[src/hdl/rcsfd_pkg.sv]
// shared constants, job type and channel scaling for the rc frame decoder
package rcsfd_pkg;

    localparam int FRAME_BYTES   = 29;
    localparam int QUEUE_DEPTH   = 2;
    localparam int CHANNEL_COUNT = 16;
    localparam int CHAN_BITS     = 11;
    localparam int CHAN_IDX_W    = 4;
    localparam int VALUE_W       = 12;
    localparam int PAY_BITS      = CHANNEL_COUNT * CHAN_BITS;
    localparam int PAY_BYTES     = PAY_BITS / 8;
    localparam int PAY_IDX_W     = $clog2(PAY_BYTES);
    localparam int SUM_W         = 13;

    localparam int POS_LEN   = 1;
    localparam int POS_TYPE  = 2;
    localparam int POS_PRIM  = 3;
    localparam int PAY_FIRST = 3;
    localparam int POS_FLAGS = 25;
    localparam int POS_RSSI  = 26;
    localparam int FS_BIT    = 3;

    localparam logic [7:0] HEAD_BYTE     = 8'h7E;
    localparam logic [7:0] ESC_BYTE      = 8'h7D;
    localparam logic [7:0] ESC_XOR       = 8'h20;
    localparam logic [7:0] LEN_CONTROL   = 8'h19;
    localparam logic [7:0] LEN_DOWNLINK  = 8'h08;
    localparam logic [7:0] TYPE_CONTROL  = 8'h00;
    localparam logic [7:0] TYPE_DOWNLINK = 8'h01;
    localparam logic [7:0] PRIM_POLL     = 8'h00;
    localparam logic [7:0] PRIM_POLL_ALT = 8'h10;
    localparam logic [8:0] SUM_GOOD      = 9'h0FF;

    localparam int CTRL_END = 29;
    localparam int DL_END   = 12;

    localparam logic [VALUE_W-1:0] CHANNEL_OFFSET = 12'd874;

    localparam logic KIND_CONTROL = 1'b0;
    localparam logic KIND_POLL    = 1'b1;

    localparam int          ADDR_W        = 3;
    localparam int          DATA_W        = 32;
    localparam logic        REG_FRAME_GAP = 1'b0;
    localparam logic [15:0] GAP_RESET     = 16'd2000;

    typedef struct packed {
        logic                kind;
        logic                failsafe;
        logic [7:0]          rssi;
        logic [PAY_BITS-1:0] bits;
    } t_job;

    function automatic logic [VALUE_W-1:0] scale_channel(input logic [CHAN_BITS-1:0] raw);
        logic [13:0] prod;
        prod = 14'({raw, 2'b00}) + 14'(raw) + 14'd4;
        return 12'(prod[13:3]) + CHANNEL_OFFSET;
    endfunction

endpackage

[src/hdl/rcsfd_front.sv]
// front end: gap detection, unstuffing, frame assembly and checksum
module rcsfd_front #(
    parameter int FRAME_BYTES = rcsfd_pkg::FRAME_BYTES
) (
    input  logic              i_clk,
    input  logic              i_rst_n,
    input  logic [15:0]       i_frame_gap_us,
    input  logic              i_in_valid,
    input  logic [7:0]        i_byte_value,
    input  logic [31:0]       i_time_us,
    input  logic              i_queue_full,
    output logic              o_push,
    output rcsfd_pkg::t_job   o_job
);

    localparam int PW = $clog2(FRAME_BYTES);
    localparam int CW = PW + 1;

    logic [PW-1:0]              r_pos;
    logic                       r_esc;
    logic [31:0]                r_last_time;
    logic [7:0]                 r_len;
    logic [7:0]                 r_type;
    logic [7:0]                 r_prim;
    logic                       r_fs;
    logic [7:0]                 r_rssi;
    logic [rcsfd_pkg::SUM_W-1:0] r_sum;
    logic [7:0]                 r_pay [rcsfd_pkg::PAY_BYTES];

    logic                       accept;
    logic [31:0]                elapsed;
    logic                       gap;
    logic [PW-1:0]              cur_pos;
    logic                       cur_esc;
    logic                       drop_head;
    logic                       start_esc;
    logic                       store;
    logic [7:0]                 data;
    logic [CW-1:0]              next_cnt;
    logic [7:0]                 len_now;
    logic [7:0]                 type_now;
    logic                       bad;
    logic                       ctrl_end;
    logic                       dl_end;
    logic                       full_end;
    logic                       restart;
    logic [8:0]                 folded;
    logic                       sum_good;
    logic                       prim_ok;
    logic [rcsfd_pkg::PAY_IDX_W-1:0] pay_idx;
    logic                       in_pay;
    logic [rcsfd_pkg::PAY_BITS-1:0]  pay_bits;

    always_comb begin
        accept    = i_in_valid && !i_queue_full;
        elapsed   = i_time_us - r_last_time;
        gap       = elapsed >= {16'b0, i_frame_gap_us};
        cur_pos   = gap ? '0 : r_pos;
        cur_esc   = gap ? 1'b0 : r_esc;
        drop_head = (cur_pos == '0) && (i_byte_value != rcsfd_pkg::HEAD_BYTE);
        start_esc = !cur_esc && (i_byte_value == rcsfd_pkg::ESC_BYTE);
        store     = !drop_head && !start_esc;
        data      = cur_esc ? (i_byte_value ^ rcsfd_pkg::ESC_XOR) : i_byte_value;
        next_cnt  = {1'b0, cur_pos} + CW'(1);
        len_now   = (cur_pos == PW'(rcsfd_pkg::POS_LEN)) ? data : r_len;
        type_now  = (cur_pos == PW'(rcsfd_pkg::POS_TYPE)) ? data : r_type;

        bad = ((cur_pos == PW'(rcsfd_pkg::POS_LEN))
                  && (len_now != rcsfd_pkg::LEN_CONTROL)
                  && (len_now != rcsfd_pkg::LEN_DOWNLINK))
           || ((cur_pos == PW'(rcsfd_pkg::POS_TYPE))
                  && (((type_now == rcsfd_pkg::TYPE_CONTROL)
                          && (len_now != rcsfd_pkg::LEN_CONTROL))
                   || ((type_now == rcsfd_pkg::TYPE_DOWNLINK)
                          && (len_now != rcsfd_pkg::LEN_DOWNLINK))));
        ctrl_end = !bad && (type_now == rcsfd_pkg::TYPE_CONTROL)
                && (next_cnt == CW'(rcsfd_pkg::CTRL_END));
        dl_end   = !bad && (type_now == rcsfd_pkg::TYPE_DOWNLINK)
                && (next_cnt == CW'(rcsfd_pkg::DL_END));
        full_end = !bad && !ctrl_end && !dl_end && (next_cnt >= CW'(FRAME_BYTES));
        restart  = bad || ctrl_end || dl_end || full_end;

        // checksum folded once, current byte is the unexamined end byte
        folded   = {1'b0, r_sum[7:0]} + 9'(r_sum[rcsfd_pkg::SUM_W-1:8]);
        sum_good = folded == rcsfd_pkg::SUM_GOOD;
        prim_ok  = (r_prim == rcsfd_pkg::PRIM_POLL) || (r_prim == rcsfd_pkg::PRIM_POLL_ALT);

        in_pay  = (cur_pos >= PW'(rcsfd_pkg::PAY_FIRST))
               && ({1'b0, cur_pos} < CW'(rcsfd_pkg::PAY_FIRST + rcsfd_pkg::PAY_BYTES));
        pay_idx = rcsfd_pkg::PAY_IDX_W'(cur_pos - PW'(rcsfd_pkg::PAY_FIRST));

        for (int j = 0; j < rcsfd_pkg::PAY_BYTES; j++) begin
            pay_bits[8*j +: 8] = r_pay[j];
        end

        o_push = accept && store
              && ((ctrl_end && sum_good) || (dl_end && sum_good && prim_ok));
        o_job.kind     = dl_end ? rcsfd_pkg::KIND_POLL : rcsfd_pkg::KIND_CONTROL;
        o_job.failsafe = dl_end ? 1'b0 : r_fs;
        o_job.rssi     = dl_end ? 8'd0 : r_rssi;
        o_job.bits     = pay_bits;
    end

    always_ff @(posedge i_clk) begin
        if (!i_rst_n) begin
            r_pos       <= '0;
            r_esc       <= 1'b0;
            r_last_time <= '0;
        end else if (accept) begin
            r_last_time <= i_time_us;
            if (drop_head) begin
                r_pos <= '0;
                r_esc <= 1'b0;
            end else if (start_esc) begin
                r_pos <= cur_pos;
                r_esc <= 1'b1;
            end else begin
                r_esc <= 1'b0;
                r_pos <= restart ? '0 : next_cnt[PW-1:0];
            end
        end
    end

    // frame contents, written only within the current frame before use
    always_ff @(posedge i_clk) begin
        if (accept && store) begin
            if (cur_pos == PW'(rcsfd_pkg::POS_LEN)) begin
                r_len <= data;
                r_sum <= rcsfd_pkg::SUM_W'(data);
            end else if (cur_pos >= PW'(rcsfd_pkg::POS_TYPE)) begin
                r_sum <= r_sum + rcsfd_pkg::SUM_W'(data);
            end
            if (cur_pos == PW'(rcsfd_pkg::POS_TYPE)) begin
                r_type <= data;
            end
            if (cur_pos == PW'(rcsfd_pkg::POS_PRIM)) begin
                r_prim <= data;
            end
            if (cur_pos == PW'(rcsfd_pkg::POS_FLAGS)) begin
                r_fs <= data[rcsfd_pkg::FS_BIT];
            end
            if (cur_pos == PW'(rcsfd_pkg::POS_RSSI)) begin
                r_rssi <= data;
            end
            if (in_pay) begin
                r_pay[pay_idx] <= data;
            end
        end
    end

endmodule

[src/hdl/rcsfd_queue.sv]
// short job queue between frame assembly and result output
module rcsfd_queue #(
    parameter int DEPTH = rcsfd_pkg::QUEUE_DEPTH
) (
    input  logic            i_clk,
    input  logic            i_rst_n,
    input  logic            i_push,
    input  rcsfd_pkg::t_job i_job,
    input  logic            i_pop,
    output logic            o_full,
    output logic            o_empty,
    output rcsfd_pkg::t_job o_head
);

    localparam int PW = $clog2(DEPTH);
    localparam int NW = $clog2(DEPTH + 1);

    rcsfd_pkg::t_job r_mem [DEPTH];
    logic [PW-1:0]   r_wr;
    logic [PW-1:0]   r_rd;
    logic [NW-1:0]   r_cnt;

    logic            do_push;
    logic            do_pop;

    always_comb begin
        o_full  = r_cnt == NW'(DEPTH);
        o_empty = r_cnt == '0;
        o_head  = r_mem[r_rd];
        do_push = i_push && !o_full;
        do_pop  = i_pop && !o_empty;
    end

    always_ff @(posedge i_clk) begin
        if (!i_rst_n) begin
            r_wr  <= '0;
            r_rd  <= '0;
            r_cnt <= '0;
        end else begin
            if (do_push) begin
                r_wr <= (r_wr == PW'(DEPTH - 1)) ? '0 : r_wr + PW'(1);
            end
            if (do_pop) begin
                r_rd <= (r_rd == PW'(DEPTH - 1)) ? '0 : r_rd + PW'(1);
            end
            if (do_push && !do_pop) begin
                r_cnt <= r_cnt + NW'(1);
            end else if (do_pop && !do_push) begin
                r_cnt <= r_cnt - NW'(1);
            end
        end
    end

    always_ff @(posedge i_clk) begin
        if (do_push) begin
            r_mem[r_wr] <= i_job;
        end
    end

endmodule

[src/hdl/rcsfd_back.sv]
// back end: unpacks channels of one job and drives the result register
module rcsfd_back (
    input  logic                                i_clk,
    input  logic                                i_rst_n,
    input  logic                                i_empty,
    input  rcsfd_pkg::t_job                     i_head,
    output logic                                o_pop,
    output logic                                o_out_valid,
    input  logic                                i_out_stall,
    output logic                                o_kind,
    output logic [rcsfd_pkg::CHAN_IDX_W-1:0]    o_channel_index,
    output logic [rcsfd_pkg::VALUE_W-1:0]       o_channel_value,
    output logic                                o_failsafe,
    output logic [7:0]                          o_rssi,
    output logic                                o_last
);

    logic                                r_busy;
    logic [rcsfd_pkg::CHAN_IDX_W-1:0]    r_cnt;
    logic                                r_kind;
    logic                                r_fs;
    logic [7:0]                          r_rssi;
    logic [rcsfd_pkg::PAY_BITS-1:0]      r_bits;

    logic                                r_out_valid;
    logic                                r_o_kind;
    logic [rcsfd_pkg::CHAN_IDX_W-1:0]    r_o_idx;
    logic [rcsfd_pkg::VALUE_W-1:0]       r_o_value;
    logic                                r_o_fs;
    logic [7:0]                          r_o_rssi;
    logic                                r_o_last;

    logic                                emit;
    logic                                done;
    logic                                is_poll;

    always_comb begin
        o_pop   = !r_busy && !i_empty;
        emit    = r_busy && (!r_out_valid || !i_out_stall);
        is_poll = r_kind == rcsfd_pkg::KIND_POLL;
        done    = is_poll || (r_cnt == rcsfd_pkg::CHAN_IDX_W'(rcsfd_pkg::CHANNEL_COUNT - 1));

        o_out_valid     = r_out_valid;
        o_kind          = r_o_kind;
        o_channel_index = r_o_idx;
        o_channel_value = r_o_value;
        o_failsafe      = r_o_fs;
        o_rssi          = r_o_rssi;
        o_last          = r_o_last;
    end

    always_ff @(posedge i_clk) begin
        if (!i_rst_n) begin
            r_busy      <= 1'b0;
            r_out_valid <= 1'b0;
        end else begin
            if (o_pop) begin
                r_busy <= 1'b1;
            end else if (emit && done) begin
                r_busy <= 1'b0;
            end
            if (emit) begin
                r_out_valid <= 1'b1;
            end else if (!i_out_stall) begin
                r_out_valid <= 1'b0;
            end
        end
    end

    always_ff @(posedge i_clk) begin
        if (o_pop) begin
            r_cnt  <= '0;
            r_kind <= i_head.kind;
            r_fs   <= i_head.failsafe;
            r_rssi <= i_head.rssi;
            r_bits <= i_head.bits;
        end else if (emit) begin
            r_cnt  <= r_cnt + rcsfd_pkg::CHAN_IDX_W'(1);
            r_bits <= r_bits >> rcsfd_pkg::CHAN_BITS;
        end
        if (emit) begin
            r_o_kind  <= r_kind;
            r_o_idx   <= is_poll ? '0 : r_cnt;
            r_o_value <= is_poll ? '0
                       : rcsfd_pkg::scale_channel(r_bits[rcsfd_pkg::CHAN_BITS-1:0]);
            r_o_fs    <= is_poll ? 1'b0 : r_fs;
            r_o_rssi  <= is_poll ? 8'd0 : r_rssi;
            r_o_last  <= done;
        end
    end

endmodule

[src/hdl/rc_stuffed_frame_decoder.sv]
// top level: byte-stuffed rc frame decoder with frame gap register
// one byte per cycle is taken; input stalls only while the two-entry job queue is full
// the first result of a good frame passes through the job queue, the unpacker job register and the result register
// a control frame gives sixteen results, one per cycle while the output is not stalled, set by the channel unpacker
// synchronous active-low reset clears frame assembly, the arrival time, the queue and the channel unpacker;
// the frame gap register returns to 2000 us
module rc_stuffed_frame_decoder #(
    parameter int FRAME_BYTES = rcsfd_pkg::FRAME_BYTES,
    parameter int QUEUE_DEPTH = rcsfd_pkg::QUEUE_DEPTH
) (
    input  logic                                i_clk,
    input  logic                                i_rst_n,
    input  logic                                psel,
    input  logic                                penable,
    input  logic                                pwrite,
    input  logic [rcsfd_pkg::ADDR_W-1:0]        paddr,
    input  logic [rcsfd_pkg::DATA_W-1:0]        pwdata,
    output logic [rcsfd_pkg::DATA_W-1:0]        prdata,
    output logic                                pready,
    input  logic                                i_in_valid,
    output logic                                o_in_stall,
    input  logic [7:0]                          i_byte_value,
    input  logic [31:0]                         i_time_us,
    output logic                                o_out_valid,
    input  logic                                i_out_stall,
    output logic                                o_kind,
    output logic [rcsfd_pkg::CHAN_IDX_W-1:0]    o_channel_index,
    output logic [rcsfd_pkg::VALUE_W-1:0]       o_channel_value,
    output logic                                o_failsafe,
    output logic [7:0]                          o_rssi,
    output logic                                o_last
);

    logic [15:0]     r_frame_gap_us;
    logic            reg_sel;
    logic            push;
    logic            pop;
    logic            full;
    logic            empty;
    rcsfd_pkg::t_job job_in;
    rcsfd_pkg::t_job job_head;

    always_comb begin
        pready     = 1'b1;
        reg_sel    = paddr[2] == rcsfd_pkg::REG_FRAME_GAP;
        prdata     = reg_sel ? {16'b0, r_frame_gap_us} : '0;
        o_in_stall = full;
    end

    always_ff @(posedge i_clk) begin
        if (!i_rst_n) begin
            r_frame_gap_us <= rcsfd_pkg::GAP_RESET;
        end else if (psel && penable && pwrite && reg_sel) begin
            r_frame_gap_us <= pwdata[15:0];
        end
    end

    rcsfd_front #(
        .FRAME_BYTES(FRAME_BYTES)
    ) u_front (
        .i_clk          (i_clk),
        .i_rst_n        (i_rst_n),
        .i_frame_gap_us (r_frame_gap_us),
        .i_in_valid     (i_in_valid),
        .i_byte_value   (i_byte_value),
        .i_time_us      (i_time_us),
        .i_queue_full   (full),
        .o_push         (push),
        .o_job          (job_in)
    );

    rcsfd_queue #(
        .DEPTH(QUEUE_DEPTH)
    ) u_queue (
        .i_clk   (i_clk),
        .i_rst_n (i_rst_n),
        .i_push  (push),
        .i_job   (job_in),
        .i_pop   (pop),
        .o_full  (full),
        .o_empty (empty),
        .o_head  (job_head)
    );

    rcsfd_back u_back (
        .i_clk           (i_clk),
        .i_rst_n         (i_rst_n),
        .i_empty         (empty),
        .i_head          (job_head),
        .o_pop           (pop),
        .o_out_valid     (o_out_valid),
        .i_out_stall     (i_out_stall),
        .o_kind          (o_kind),
        .o_channel_index (o_channel_index),
        .o_channel_value (o_channel_value),
        .o_failsafe      (o_failsafe),
        .o_rssi          (o_rssi),
        .o_last          (o_last)
    );

endmodule

[config.mk]
export PLATFORM = sky130hd
export DESIGN_NAME = rc_stuffed_frame_decoder
export DESIGN_NICKNAME = d
export VERILOG_FILES = /design/src/hdl/rcsfd_pkg.sv /design/src/hdl/rcsfd_front.sv /design/src/hdl/rcsfd_queue.sv /design/src/hdl/rcsfd_back.sv /design/src/hdl/rc_stuffed_frame_decoder.sv
export SDC_FILE = /design/constraint.sdc
export NUM_CORES = 1
export LEC_CHECK = 0
export CELL_PAD_IN_SITES_DETAIL_PLACEMENT = 0
export CELL_PAD_IN_SITES_GLOBAL_PLACEMENT = 1
export CORE_UTILIZATION = 40
export CTS_CLUSTER_DIAMETER = 150
export DETAILED_ROUTE_END_ITERATION = 8
export DONT_BUFFER_PORTS = 1
export MAX_ROUTING_LAYER = met4
export PLACE_DENSITY = 0.64
export SLEW_MARGIN = 20
export SYNTH_ARGS = -nofsm -noshare
export SYNTH_HDL_FRONTEND = slang
export SYNTH_SLANG_ARGS = --single-unit
[constraint.sdc]
create_clock -name i_clk -period 30.1 [get_ports i_clk]
set_input_delay 1.505 -clock i_clk [delete_from_list [all_inputs] [get_ports i_clk]]
set_output_delay 1.505 -clock i_clk [all_outputs]
set_load 0.005 [all_outputs]
# Word level (Yosys, flattened, before mapping)
# Memory sizes are Yosys's and may differ from the RTL's. A register that Yosys moved wholly into a read port is not among the register bits.
# Index checks and enable logic that the tools add are counted.
# totals
mem_count	2
mem_bits_rw	548
word_cells	165
inputBits	82
register_bits	323
output_inout_bits	62
# mem_list
name	depth	word_bits	read_ports	rd_clocked_by_memory_dff	write_ports	line	source
u_queue.r_mem	2	186	1	1	1	rcsfd_queue.sv:18	rcsfd_pkg::t_job r_mem [DEPTH];
u_front.r_pay	22	8	22	0	1	rcsfd_front.sv:28	logic [7:0] r_pay [rcsfd_pkg::PAY_BYTES];
# classes
bitwise_logic	2
n_lt_le_gt_ge	5
add_sub_neg	13
muxes	33
n_eq_ne	17
n_reduce_logical	66
# op_table
op	count
176-bit two-way mux	2
32-bit by 16-bit greater-or-equal comparator with 1-bit output	1
1-bit logical AND	32
8-bit two-way mux	4
32-bit subtractor	1
5-bit two-way mux	4
1-bit two-way mux	18
8-bit logical NOT	2
16-bit two-way mux	1
13-bit by 11-bit adder with 14-bit output	1
14-bit by 3-bit adder with 14-bit output (second input constant)	1
13-bit by 8-bit adder with 13-bit output	1
1-bit logical NOT	13
13-bit two-way mux	1
11-bit by 10-bit adder with 12-bit output (second input constant)	1
5-bit by 2-bit == test with 1-bit output (second input constant)	2
5-bit == test (second input constant)	2
5-bit by 2-bit greater-or-equal comparator with 1-bit output (second input constant)	2
8-bit by 5-bit adder with 9-bit output	1
9-bit by 8-bit == test with 1-bit output (second input constant)	1
1-bit logical OR	9
8-bit by 1-bit == test with 1-bit output (second input constant)	1
8-bit by 5-bit == test with 1-bit output (second input constant)	1
8-bit by 7-bit == test with 1-bit output (second input constant)	1
other kinds (24)	33

# Depth between registers and ports, before layout
# Gate-level depths: netlist of run 1.
# depth
word_depth	22
mapped_depth	33
depth_no_buf	32

# Modules after synthesis
# Synthesis of run 1 repeated with hierarchy kept, for this count alone.
# unflattened
cells_unflattened	2744
hier_area_um2	38049.0
# modules_own_cells
module	cells_per_inst	area_each_um2	n_inst	seq_area_each_um2
rcsfd_queue	604	14236.2	1	11270.8
rcsfd_front	1119	13152.6	1	7397.1
rcsfd_back	915	9723.1	1	6516.2
rc_stuffed_frame_decoder	106	937.1	1	320.3

# Worst setup path before layout of run 1
# No wires, ideal clock.
# synth_timing
kind	input to register
from	input port i_time_us[0]
to	register u_queue.r_wr
setup_slack_ns	13.182
stages	27
arrival_ns	16.815
t_required_ns	29.996
cell_sequence	inv_1 > ha_1 > fa_1 > nand2b_1 > a21oi_1 > or2_2 > nand2_1 > nand2_1 > a21oi_1 > xnor2_1 > ha_1 > a21o_1 > a21o_1 > a21oi_1 > o21ai_0 > a211o_1 > nor4_2 > and3_1 > clkbuf_1 > and2_1 > ha_1 > o41ai_4 > mux2i_1 > inv_1 > mux2_2 > nor4_2 > o21a_1
# synth_via
elab_chain_cells	18
word_cells_on_any_way	42
cone_classes	add/sub: 2; order compare: 1; eq/ne: 7; mux: 5; reduce/logical: 27
# synth_lines
item	line	source
start: declaration	rc_stuffed_frame_decoder.sv:23	input logic [31:0] i_time_us,
32-bit subtractor *	rcsfd_front.sv:56	elapsed = i_time_us - r_last_time;
32-bit by 16-bit greater-or-equal comparator with 1-bit output *	rcsfd_front.sv:57	gap = elapsed >= {16'b0, i_frame_gap_us};
5-bit two-way mux *	rcsfd_front.sv:58	cur_pos = gap ? '0 : r_pos;
5-bit by 2-bit == test with 1-bit output *	rcsfd_front.sv:66	type_now = (cur_pos == PW'(rcsfd_pkg::POS_TYPE)) ? data : r_type;
8-bit two-way mux *	rcsfd_front.sv:66	
net u_front.type_now[0]	rcsfd_front.sv:41	logic [7:0] type_now;
8-bit by 1-bit == test with 1-bit output / 8-bit logical NOT (equally long branches)	-	
1-bit logical AND (on tied branches)	rcsfd_front.sv:75, rcsfd_front.sv:73	
(+2 left out)	-	
1-bit logical OR	rcsfd_front.sv:71	|| ((cur_pos == PW'(rcsfd_pkg::POS_TYPE))
1-bit logical NOT	rcsfd_front.sv:76, rcsfd_front.sv:78	
1-bit logical AND	rcsfd_front.sv:78	dl_end = !bad && (type_now == rcsfd_pkg::TYPE_DOWNLINK)
1-bit logical AND	rcsfd_front.sv:79	&& (next_cnt == CW'(rcsfd_pkg::DL_END));
1-bit logical AND (2 in a row)	rcsfd_front.sv:97	&& ((ctrl_end && sum_good) || (dl_end && sum_good && prim_ok));
1-bit logical OR *	rcsfd_front.sv:97	
1-bit logical AND *	rcsfd_front.sv:97	
1-bit logical AND *	rcsfd_queue.sv:30	do_push = i_push && !o_full;
end signal: assignment	rcsfd_queue.sv:41	r_wr <= (r_wr == PW'(DEPTH - 1)) ? '0 : r_wr + PW'(1);
end: declaration	rcsfd_queue.sv:19	logic [PW-1:0] r_wr;
# The timed path passes the listed nets; every way through them passes the cells marked *.
# A chain may end at the register's enable or synchronous reset.

# Final worst setup path of run 1
# layout_timing
from	input port i_time_us[0]
to	memory u_queue.r_mem[1][83] (netlist name) (enable)
# layout_via
elab_chain_cells	20
word_cells_on_any_way	44
cone_classes	add/sub: 2; order compare: 1; eq/ne: 7; mux: 7; reduce/logical: 27
# layout_lines
item	line	source
32-bit subtractor *	rcsfd_front.sv:56	
32-bit by 16-bit greater-or-equal comparator with 1-bit output *	rcsfd_front.sv:57	
5-bit two-way mux / 1-bit two-way mux (equally long branches)	rcsfd_front.sv:58, rcsfd_front.sv:59	
5-bit by 1-bit == test with 1-bit output, or another cell as far along	rcsfd_front.sv:65, rcsfd_front.sv:68	
8-bit two-way mux (on tied branches)	rcsfd_front.sv:65, rcsfd_front.sv:66	
8-bit by 5-bit != test with 1-bit output, or another cell as far along	rcsfd_front.sv:69, rcsfd_front.sv:73	
1-bit logical AND (on tied branches)	rcsfd_front.sv:73, rcsfd_front.sv:75	
1-bit logical OR	rcsfd_front.sv:74	|| ((type_now == rcsfd_pkg::TYPE_DOWNLINK)
(+4 left out)	-	
1-bit logical AND	rcsfd_front.sv:79	
1-bit logical AND (2 in a row)	rcsfd_front.sv:97	
1-bit logical OR	rcsfd_front.sv:97	
1-bit logical AND *	rcsfd_front.sv:97	
1-bit logical AND *	rcsfd_queue.sv:30	
net u_queue.do_push	rcsfd_queue.sv:23	logic do_push;
1-bit two-way mux *	rcsfd_queue.sv:55	if (do_push) begin
1-bit two-way mux (not written as such) *	rcsfd_queue.sv:56	r_mem[r_wr] <= i_job;
end: declaration	rcsfd_queue.sv:18	
# Marked as above.

==> results.toml, run 1 <==
[finish]
diodes = 0
regArea_mm2 = 0.0255
fin_nets = 2687
drive_gt1_frac = 0.0761
finish.utilization = 0.450
syn_to_final_growth_pct = 11.5
layout_commonest_cell = "edfxtp_1"
multi_input_area_mm2 = 0.00936
mostFrequentLayoutCells = "806 x edfxtp_1, 349 x nand2_1, 211 x o21ai_0"
fill_cells = 7777

[floorplanning]
dieWidth_um = 301
io_pins = 144
rows = 109
die_h_um = 301
core_mm2 = 0.0884
start_util = 0.403
die-area_mm2 = 0.0903

[clocking]
cts_buffers = 92
htree_num_levels = 3
cts.clk_slew.worst_paths_ns = 0.06
holdBufCountCts = 0
cts_num_sinks = 871
post-cts-setup-buffers = 0
clock_latency_ns = 0.64
clockRootBuffer = "clkbuf_16"
cts_tree = "built"
max-clock-path-buffers = 3
cts_resized = 0

[flow_run]
cap_viol_max_count = 0

[route]
routed_wl_um = 73300
vias = 19400
vias_per_cell = 5.16
wl_per_cell_um = 19.5
drt_iter0_markers = 1260
first_pass_iters = 8
drtAntennaViolNets = 0
drc_errors = 0

[timing]
rsz0062_at_grt = "no"
tns_ns = 0
finalHoldViolCount = 0
clock.fmax_mhz = 107
worstMarginPinSlew_ns = 1.04
finalMaxSlewViolations = 0
post-route-period-util = 0.310
slew_headroom = 0.304
period_needed_ns = 9.32
setup_viol_count_final = 0
skew_ns = 0.0260

[grt]
gr-usage-all-layers = 0.168
grt_max_degree = 200
antenna_found_initial = 1
grt_pass1_wl_um = 113000
grt_overflow_total = 0
grt_pass1_vias = 19700

[logic_synthesis]
syn_area_per_cell_um2 = 14.2
ys.flop_type = "edfxtp_1"
netlist_instances = 2509
synthMuxAreaShare = 0.0556
synth-compound-area-share = 0.0755
synth_xor_area_frac = 0.0145
synth.area.top_cells = "edfxtp_1 68%, mux2i_1 5.0%, nand2_1 3.7%, dfxtp_1 3.7%, ha_1 3.0%"
ys_seq_area_frac = 0.715
ys_ff_latch = 871
synth.distinct_cells = 74
synth_warnings = 0
synth_top_family_by_area = "simple AND/OR/NAND/NOR gates"
synthAdderAreaFrac = 0.0324
async_flop_share = 0
post-synth-top-area-cell = "edfxtp_1"
syn_area_mm2 = 0.0356
netlist.area_leader.share = 0.679
yosys.area_share.simple = 0.0822
synth_edf_count = 806

[setup_path]
path_buf_inv = 4
crit_family = "simple AND/OR/NAND/NOR gates"
cp-end-kind = "flop"
cp.required_ns = 30.34
cp.arrival_ns = 9.56
critPathMaxStageDelay_ns = 0.83
cpMaxStageDelayCell = "buf_4"
path_max_fanout = 58
critPathKind = "in -> reg"
cp-start-kind = "input pin"

[worst_hold_path]
hold_path_class = "reg -> reg"

[placement]
hpwlAfterDp_um = 41700
place_congestion = 0.836
io_buffers = 0

[power]
p_leak_uw = 0.0133
power_density_mw_per_mm2 = 91.3
ir_drop_uv = 112

[status]
status = "complete, no violations"
[state kept, by name (all words and copies together), names as in the netlist, 2 cells and up, named ones only]
signal / flops
r_frame_gap_us: 16
u_back.o_channel_index: 4
u_back.o_channel_value: 12
u_back.o_rssi: 8
u_back.r_bits: 176
u_back.r_cnt: 4
u_back.r_rssi: 8
u_front.r_last_time: 32
u_front.r_len: 8
u_front.r_pay: 176
u_front.r_pos: 5
u_front.r_prim: 7
u_front.r_rssi: 8
u_front.r_sum: 13
u_front.r_type: 8
u_queue.r_cnt: 2
u_queue.r_mem: 372
[final timing paths]
| kind | start | to | slack, ns | cells past startpoint |
|---|---|---|---|---|
| max | i_time_us[0] | u_queue.r_mem[1][83] | 20.78 | 31 |
| min | u_front.r_pay[17][6] | u_queue.r_mem[0][142] | 0.44 | 0 |
| max reg2reg | u_front.r_last_time[4] | u_queue.r_mem[1][83] | 21.32 | 31 |
| min reg2reg | u_front.r_pay[17][6] | u_queue.r_mem[0][142] | 0.44 | 0 |
[power breakdown]
part           switching [uW]  internal [uW]  total (uW)
sequential               66.2           1590        1660
combinational             570            304         874
clock                     458            637        1100
[layer usage]
metal  track usage  wire length [um]  up-vias
met2         0.281             36700      361
met3        0.0259              3390      113
met1         0.210             31700     9647
met5             -                 0        -
met4        0.0488              1450        0
li1              -                 -     9249
[logic make-up (layout without fill, tap and decap cells)]
family | after synthesis | in the layout
DFF | 871 | 871
and+or+nand+nor | 643 | 643
AOI/OAI and AO/OA | 442 | 442
buffers and inverters | 207 | 271
muxes | 195 | 195
adders and majority gates | 90 | 90
xor gates and xnor gates | 59 | 59
other | 2 | 17
[worst register-to-register path, delay by kind of cell (launching register included)]
| family | cells | cell delay (ns) |
|---|---|---|
| muxes | 1 | 0.17 |
| adders and majority gates | 3 | 1.14 |
| buffers and inverters | 4 | 1.74 |
| and+or+nand+nor | 13 | 3.18 |
| DFF | 1 | 0.32 |
| AOI/OAI and AO/OA | 9 | 1.64 |
| xor gates and xnor gates | 1 | 0.16 |
[synth_stat cells (all sizes together) (8+ instances only)]
library cell,instances
nand2b,14
a21oi,73
xnor2,29
a211oi,9
ha,86
a21o,19
dfxtp,65
nor2b,37
nor4,9
or3,15
nor2,106
nand4,20
and3,13
o21bai,8
a21boi,46
nand2,349
buf,44
and2,11
o211ai,14
inv,84
nor3,19
xor2,30
nand3,16
mux2,15
clkbuf,79
edfxtp,806
o21a,8
mux2i,179
o21ai,222
[through the flow]
step,hold WS (ns),total power (uW),worst slack [ns],area (um2),instances
2_1_floorplan,0.421,2370,13.18,35700,2524
3_3_place_gp,0.422,2570,20.15,36800,3585
3_5_place_dp,0.429,2580,20.04,36800,3585
4_1_cts,0.434,3680,20.69,39700,3752
5_1_grt,0.442,3840,19.95,39700,3753
6_report,0.436,3630,20.78,39700,3753
[final cells by class]
class	count	area share
clock buffer	116	0.0617
clock inverter	51	0.0116
inverter	84	0.00793
multi-input combinational	1446	0.236
sequential	871	0.642
tap	1165	0.0367
timing repair buffer	20	0.00472
(Power assumes the default switching activity.)
==> run 2: changes to the inputs <==
--- a/config.mk
+++ b/config.mk
@@ -12,7 +12,7 @@
 export DETAILED_ROUTE_END_ITERATION = 8
 export DONT_BUFFER_PORTS = 1
 export MAX_ROUTING_LAYER = met4
-export PLACE_DENSITY = 0.64
+export PLACE_DENSITY = 0.67
 export SLEW_MARGIN = 20
 export SYNTH_ARGS = -nofsm -noshare
 export SYNTH_HDL_FRONTEND = slang
==> constraint.sdc (replaced) <==
create_clock -name i_clk -period 7.9 [get_ports i_clk]
set_input_delay 0.395 -clock i_clk [delete_from_list [all_inputs] [get_ports i_clk]]
set_output_delay 0.395 -clock i_clk [all_outputs]
set_load 0.005 [all_outputs]
==> run 2 against run 1 <==
Net effect:
- non-clock buffer count increased by 71
- via count increased by 2.3%
- design area increased by 2.5%
- sequential power increased to 3.8 times the previous value
- cell count increased by 2.0%
- sequential share of layout area decreased by 1.6 points
- highest routed layer unchanged
- global-route usage increased by 0.57 points
==> results.toml, run 2 (synthesis results as in run 1) <==
[setup_path]
cp.arrival_ns = 7.13
cp-start-kind = "flop"
cp.required_ns = 8.20
cp-end-kind = "flop"
critPathKind = "reg -> reg"
path_max_fanout = 36
critPathMaxStageDelay_ns = 0.66
cpMaxStageDelayCell = "and2_4"

[timing]
rsz0062_at_grt = "no"
holdWs_ns = 0.0911
clock.fmax_mhz = 146
setup_viol_count_final = 0
finalMaxSlewViolations = 0
skew_ns = 0.0319
period_needed_ns = 6.83
slew_headroom = 0.255
worstMarginPinSlew_ns = 1.12
post-route-period-util = 0.864
finalHoldViolCount = 0
fin_ws_ns = 1.07

[route]
wl_per_cell_um = 19.8
drt_iter0_markers = 1219
drc_errors = 0
first_pass_iters = 5
vias_per_cell = 5.18
drtAntennaViolNets = 0
routed_wl_um = 75900
vias = 19800

[floorplanning]
die_h_um = 301
dieWidth_um = 301
rows = 109
io_pins = 144
core_mm2 = 0.0884
die-area_mm2 = 0.0903
start_util = 0.403

[flow_run]
cap_viol_max_count = 0

[clocking]
clock_latency_ns = 0.65
htree_num_levels = 3
cts_num_sinks = 871
cts_buffers = 93
cts_tree = "built"
max-clock-path-buffers = 3
cts.clk_slew.worst_paths_ns = 0.06
clockRootBuffer = "clkbuf_16"

[finish]
largest_reg_flops = 372
syn_to_final_growth_pct = 14.3
fill_cells = 7751
diodes = 0
regMostFlops = "u_queue.r_mem"
mostFrequentLayoutCells = "806 x edfxtp_1, 347 x nand2_1, 209 x o21ai_0"
fin_nets = 2759
layout_commonest_cell = "edfxtp_1"
drive_gt1_frac = 0.0924
largestRegisters = "u_queue.r_mem (372), u_back.r_bits (176), u_front.r_pay (176)"

[grt]
grt_max_degree = 142
antenna_found_initial = 4
grt_pass1_wl_um = 117000
gr-usage-all-layers = 0.173
grt_overflow_total = 0
grt_pass1_vias = 20100

[placement]
io_buffers = 0
hpwlAfterDp_um = 42500
pre_cts_slack_ns = 1.03
place_congestion = 0.848

[power]
p_leak_uw = 0.0137
ir_drop_uv = 368
power_density_mw_per_mm2 = 341

[worst_hold_path]
hold_path_class = "in -> reg"

[status]
status = "complete, no violations"
[run 2: cell types whose count changed in the layout (fill, tap and decap cells not counted), moves of 4 or more]
cell / delta
a21oi_1: -4
ha_4: +7
clkbuf_8: -4
buf_4: +9
ha_1: -8
clkbuf_1: -4
buf_12: +11
clkinv_1: +6
dlygate4sd3_1: +49
inv_6: +4
[run 2: per-stage QoR]
stage	cell area [um2]	total power [uW]	utilization	TNS, ns	instances
CTS	40700	14100	0.461	0	3828
global placement	37200	9810	0.421	0	3600
detailed placement	37200	9860	0.421	0	3600
floorplan	35900	8980	-	-535.72	2524
global route	40700	14700	0.461	0	3828
finish	40700	13900	0.461	0	3828
[run 2: path summary, 6_finish.rpt]
| path | from | end | slack (ns) | depth (start not counted) |
|---|---|---|---|---|
| min | i_byte_value[0] | u_front.r_sum[0] | 0.09 | 3 |
| min reg2reg | u_front.r_pay[20][3] | u_queue.r_mem[0][163] | 0.43 | 0 |
| max reg2reg | u_front.r_last_time[1] | u_queue.r_mem[1][127] | 1.07 | 28 |
| max | u_front.r_last_time[1] | u_queue.r_mem[1][127] | 1.07 | 28 |
[run 2: timing repair]
item | in CTS | in global routing
resized for setup | 0 | 0
buffers inserted | 0 | 0
hold buffers | 57 | 0
endpoints found under the hold margin | 242 | 0
[run 2: routing by layer]
layer	vias up	global-route usage	share of wire
met5	-	-	0
met4	0	0.0488	0.020
met3	108	0.0247	0.039
met2	374	0.289	0.50
met1	9948	0.220	0.44
li1	9391	-	-
[run 2: where the power goes]
group / total (uW) / internal, uW / switching, uW
Sequential: 6320 / 6070 / 243
Clock: 4130 / 2380 / 1750
Combinational: 3430 / 1180 / 2250
Total: 13900 / 9630 / 4240
[run 2: worst max-delay path: cells and delay by family, from the launching register on]
kind	cells	cell delay, ns
AOI/OAI and AO/OA	8	1.47
DFF	1	0.39
buffers and inverters	4	0.81
and+or+nand+nor	10	2.20
xor gates and xnor gates	1	0.16
adders and majority gates	3	0.74
muxes	2	0.70
[run 2: layout make-up]
type,count,area [um2],share of cell area
repair buffers,91,1020,0.0251
flip-flops and latches,871,25500,0.626
inverters,84,325,0.00798
multi-input cells,1446,9530,0.234
well taps,1165,1460,0.0358
clock inverters,60,447,0.0110
clock buffers,111,2460,0.0603
==> run 3: changes to the inputs <==
--- a/config.mk
+++ b/config.mk
@@ -16,4 +16,5 @@
 export SLEW_MARGIN = 20
 export SYNTH_ARGS = -nofsm -noshare
 export SYNTH_HDL_FRONTEND = slang
+export SYNTH_HIERARCHICAL = 1
 export SYNTH_SLANG_ARGS = --single-unit
==> run 3 against run 2 <==
Net effect:
- design area up 5.9%
- first-iteration DRC count grew 3.4%
- clock skew is 0.015 ns higher
- non-clock buffer count is 11 higher
- utilization fell by 0.069 points
- via count is 7.5% higher
- total power fell by 30%
- sequential power down 21%
- critical path depth grew 1
- critical path type unchanged
- critical endpoint is now u_queue/r_mem[0][62]
- largest cell class unchanged
==> results.toml, run 3 <==
[floorplanning]
io_pins = 144
rows = 112
dieWidth_um = 310
core_mm2 = 0.0937
die_h_um = 310
die-area_mm2 = 0.0964
start_util = 0.406

[power]
pwr-share-comb = 0.046
power_density_mw_per_mm2 = 224
p_int_uw = 7550
p_sw_frac = 0.218
ir_drop_uv = 160
p_seq_frac = 0.519
clock_power_share = 0.436
p_leak_uw = 0.0152
switchingPower_uw = 2100

[finish]
design_area_mm2 = 0.0432
multi_input_area_mm2 = 0.0116
drive_gt1_frac = 0.169
final_cells = 4151
finish.utilization = 0.460
regArea_mm2 = 0.0255
largest_reg_flops = 372
mostFrequentLayoutCells = "806 x edfxtp_1, 651 x nand2_1, 140 x mux2_4"
largestRegisters = "u_queue/r_mem (372), u_back/r_bits (176), u_front/r_pay (176)"
syn_to_final_growth_pct = 13.4
diodes = 0
layout_commonest_cell = "edfxtp_1"
fill_cells = 8222
regMostFlops = "u_queue/r_mem"
fin_nets = 2997

[logic_synthesis]
synth.most_common_cell = "edfxtp_1"
netlist_instances = 2744
async_flop_share = 0
synth.area.top_cells = "edfxtp_1 64%, nand2_1 6.4%, mux2_4 5.5%, dfxtp_1 3.4%, ha_1 2.8%"
synthTopCellsByCount = "806 x edfxtp_1, 652 x nand2_1, 140 x mux2_4, 94 x nor2_1, 86 x ha_1"
syn_area_mm2 = 0.0380
synth_warnings = 6
synth_edf_count = 806
syn_area_per_cell_um2 = 13.9
ys_ff_latch = 871
post-synth-top-area-cell = "edfxtp_1"
ys_seq_area_frac = 0.670
synth.distinct_cells = 110
netlist.area_leader.share = 0.636
ys.flop_type = "edfxtp_1"

[clocking]
post-cts-setup-buffers = 0
cts_num_sinks = 871
cts.clk_slew.worst_paths_ns = 0.06
htree_num_levels = 3
cts_buffers = 94
cts_tree = "built"
clockRootBuffer = "clkbuf_16"
max-clock-path-buffers = 3
clock_latency_ns = 0.68

[timing]
rsz0062_at_grt = "no"
finalMaxSlewViolations = 0
clock.fmax_mhz = 137
skew_ns = 0.0464
worstMarginPinSlew_ns = 1.11
fin_ws_ns = 0.587
setup_viol_count_final = 0
post-route-period-util = 0.926
finalHoldViolCount = 0
tns_ns = 0
slew_headroom = 0.262
period_needed_ns = 7.31

[placement]
dp.cells = 3925
place_congestion = 0.877
hpwlAfterDp_um = 48600
placed_cell_area_mm2 = 0.0395
io_buffers = 0
pre_cts_slack_ns = 0.302

[route]
drtAntennaViolNets = 0
drc_errors = 0
wl_per_cell_um = 20.1
vias = 21300
first_pass_iters = 5
drt_iter0_markers = 1260
vias_per_cell = 5.13
routed_wl_um = 83300

[grt]
grt_pass1_vias = 22200
grt_overflow_total = 0
grt_max_degree = 138
antenna_found_initial = 2
grt_pass1_wl_um = 128000
gr-usage-all-layers = 0.181

[worst_hold_path]
hold_path_class = "in -> reg"

[setup_path]
cpMaxStageDelayCell = "o311a_1"
cp.required_ns = 8.23
path_max_fanout = 45
cp-end-kind = "flop"
cp.arrival_ns = 7.64
rrSetupSlack_ns = 0.59
critPathKind = "reg -> reg"
critPathMaxStageDelay_ns = 0.40
cp-start-kind = "flop"

[flow_run]
cap_viol_max_count = 0

[status]
status = "complete, no violations"
run 3: changes by cell type after synthesis, moves of 19 or more:
| cell | before | now |
|---|---|---|
| nand2_1 | 349 | 652 |
| o21ai_0 | 211 | 41 |
| mux2i_1 | 179 | 24 |
| mux2_4 | 0 | 140 |
| mux2_2 | 15 | 66 |
| buf_6 | 0 | 22 |
| clkbuf_1 | 79 | 60 |
run 3: worst paths after layout:
| check | startpoint | to | cells after the start |
|---|---|---|---|
| worst max register to register | u_front/r_last_time[8] | u_queue/r_mem[0][62] | 29 |
| worst min register to register | u_front/r_pay[4][5] | u_queue/r_mem[0][37] | 0 |
| worst min-delay path | i_rst_n | u_front/r_pos[4] | 4 |
| worst max-delay path | u_front/r_last_time[8] | u_queue/r_mem[0][62] | 29 |
run 3: timing repair:
item | CTS | global route
hold buffers | 58 | 0
gates resized for setup | 0 | 2
endpoints found under the setup margin | 0 | 106
hold endpoints to repair | 244 | 0
run 3: area by class of cell:
cell class | count | share of cell area
sequential | 871 | 0.591
timing repair buffer | 102 | 0.0270
clock buffer | 123 | 0.0580
multi-input combinational | 1675 | 0.270
tap | 1254 | 0.0364
clock inverter | 45 | 0.0109
inverter | 81 | 0.00722
run 3: metrics by stage:
| stage | hold slack (ns) | total power [uW] |
|---|---|---|
| detailed placement | 0.429 | 5470 |
| finish | 0.0649 | 9650 |
| floorplan | 0.421 | 5400 |
| global route | 0.0469 | 9970 |
| global placement | 0.422 | 5470 |
| CTS | 0.0209 | 9770 |
run 3: cells by family after synthesis:
family          count (synthesis)  synth area share
xor+xnor                       52            0.0120
buf+inv                       213            0.0304
simple gates                  961             0.111
other cells                     2          0.000197
fa+ha+maj                      90            0.0304
compound gates                323            0.0638
flops                         871             0.670
mux                           232            0.0820
run 3: power by group through the flow:
stage	sequential [uW]	combinational, uW	clock (uW)
after global placement	5100	367	0
after global routing	5000	488	4480
after CTS	5000	442	4320
final	5000	440	4200
after detailed placement	5100	369	0
after floorplan	5100	299	0
run 3: worst max-delay path, delay by kind of cell (launching register included):
family,cells,cell delay [ns]
flops,1,0.33
xor+xnor,1,0.13
compound gates,10,2.15
simple gates,10,2.32
fa+ha+maj,3,1.08
buf+inv,5,0.93
run 3: routing by layer:
metal / routed length, um / global-route usage
met3: 3060 / 0.0252
met4: 3190 / 0.0711
met5: 0 / -
met1: 34900 / 0.215
met2: 42100 / 0.311
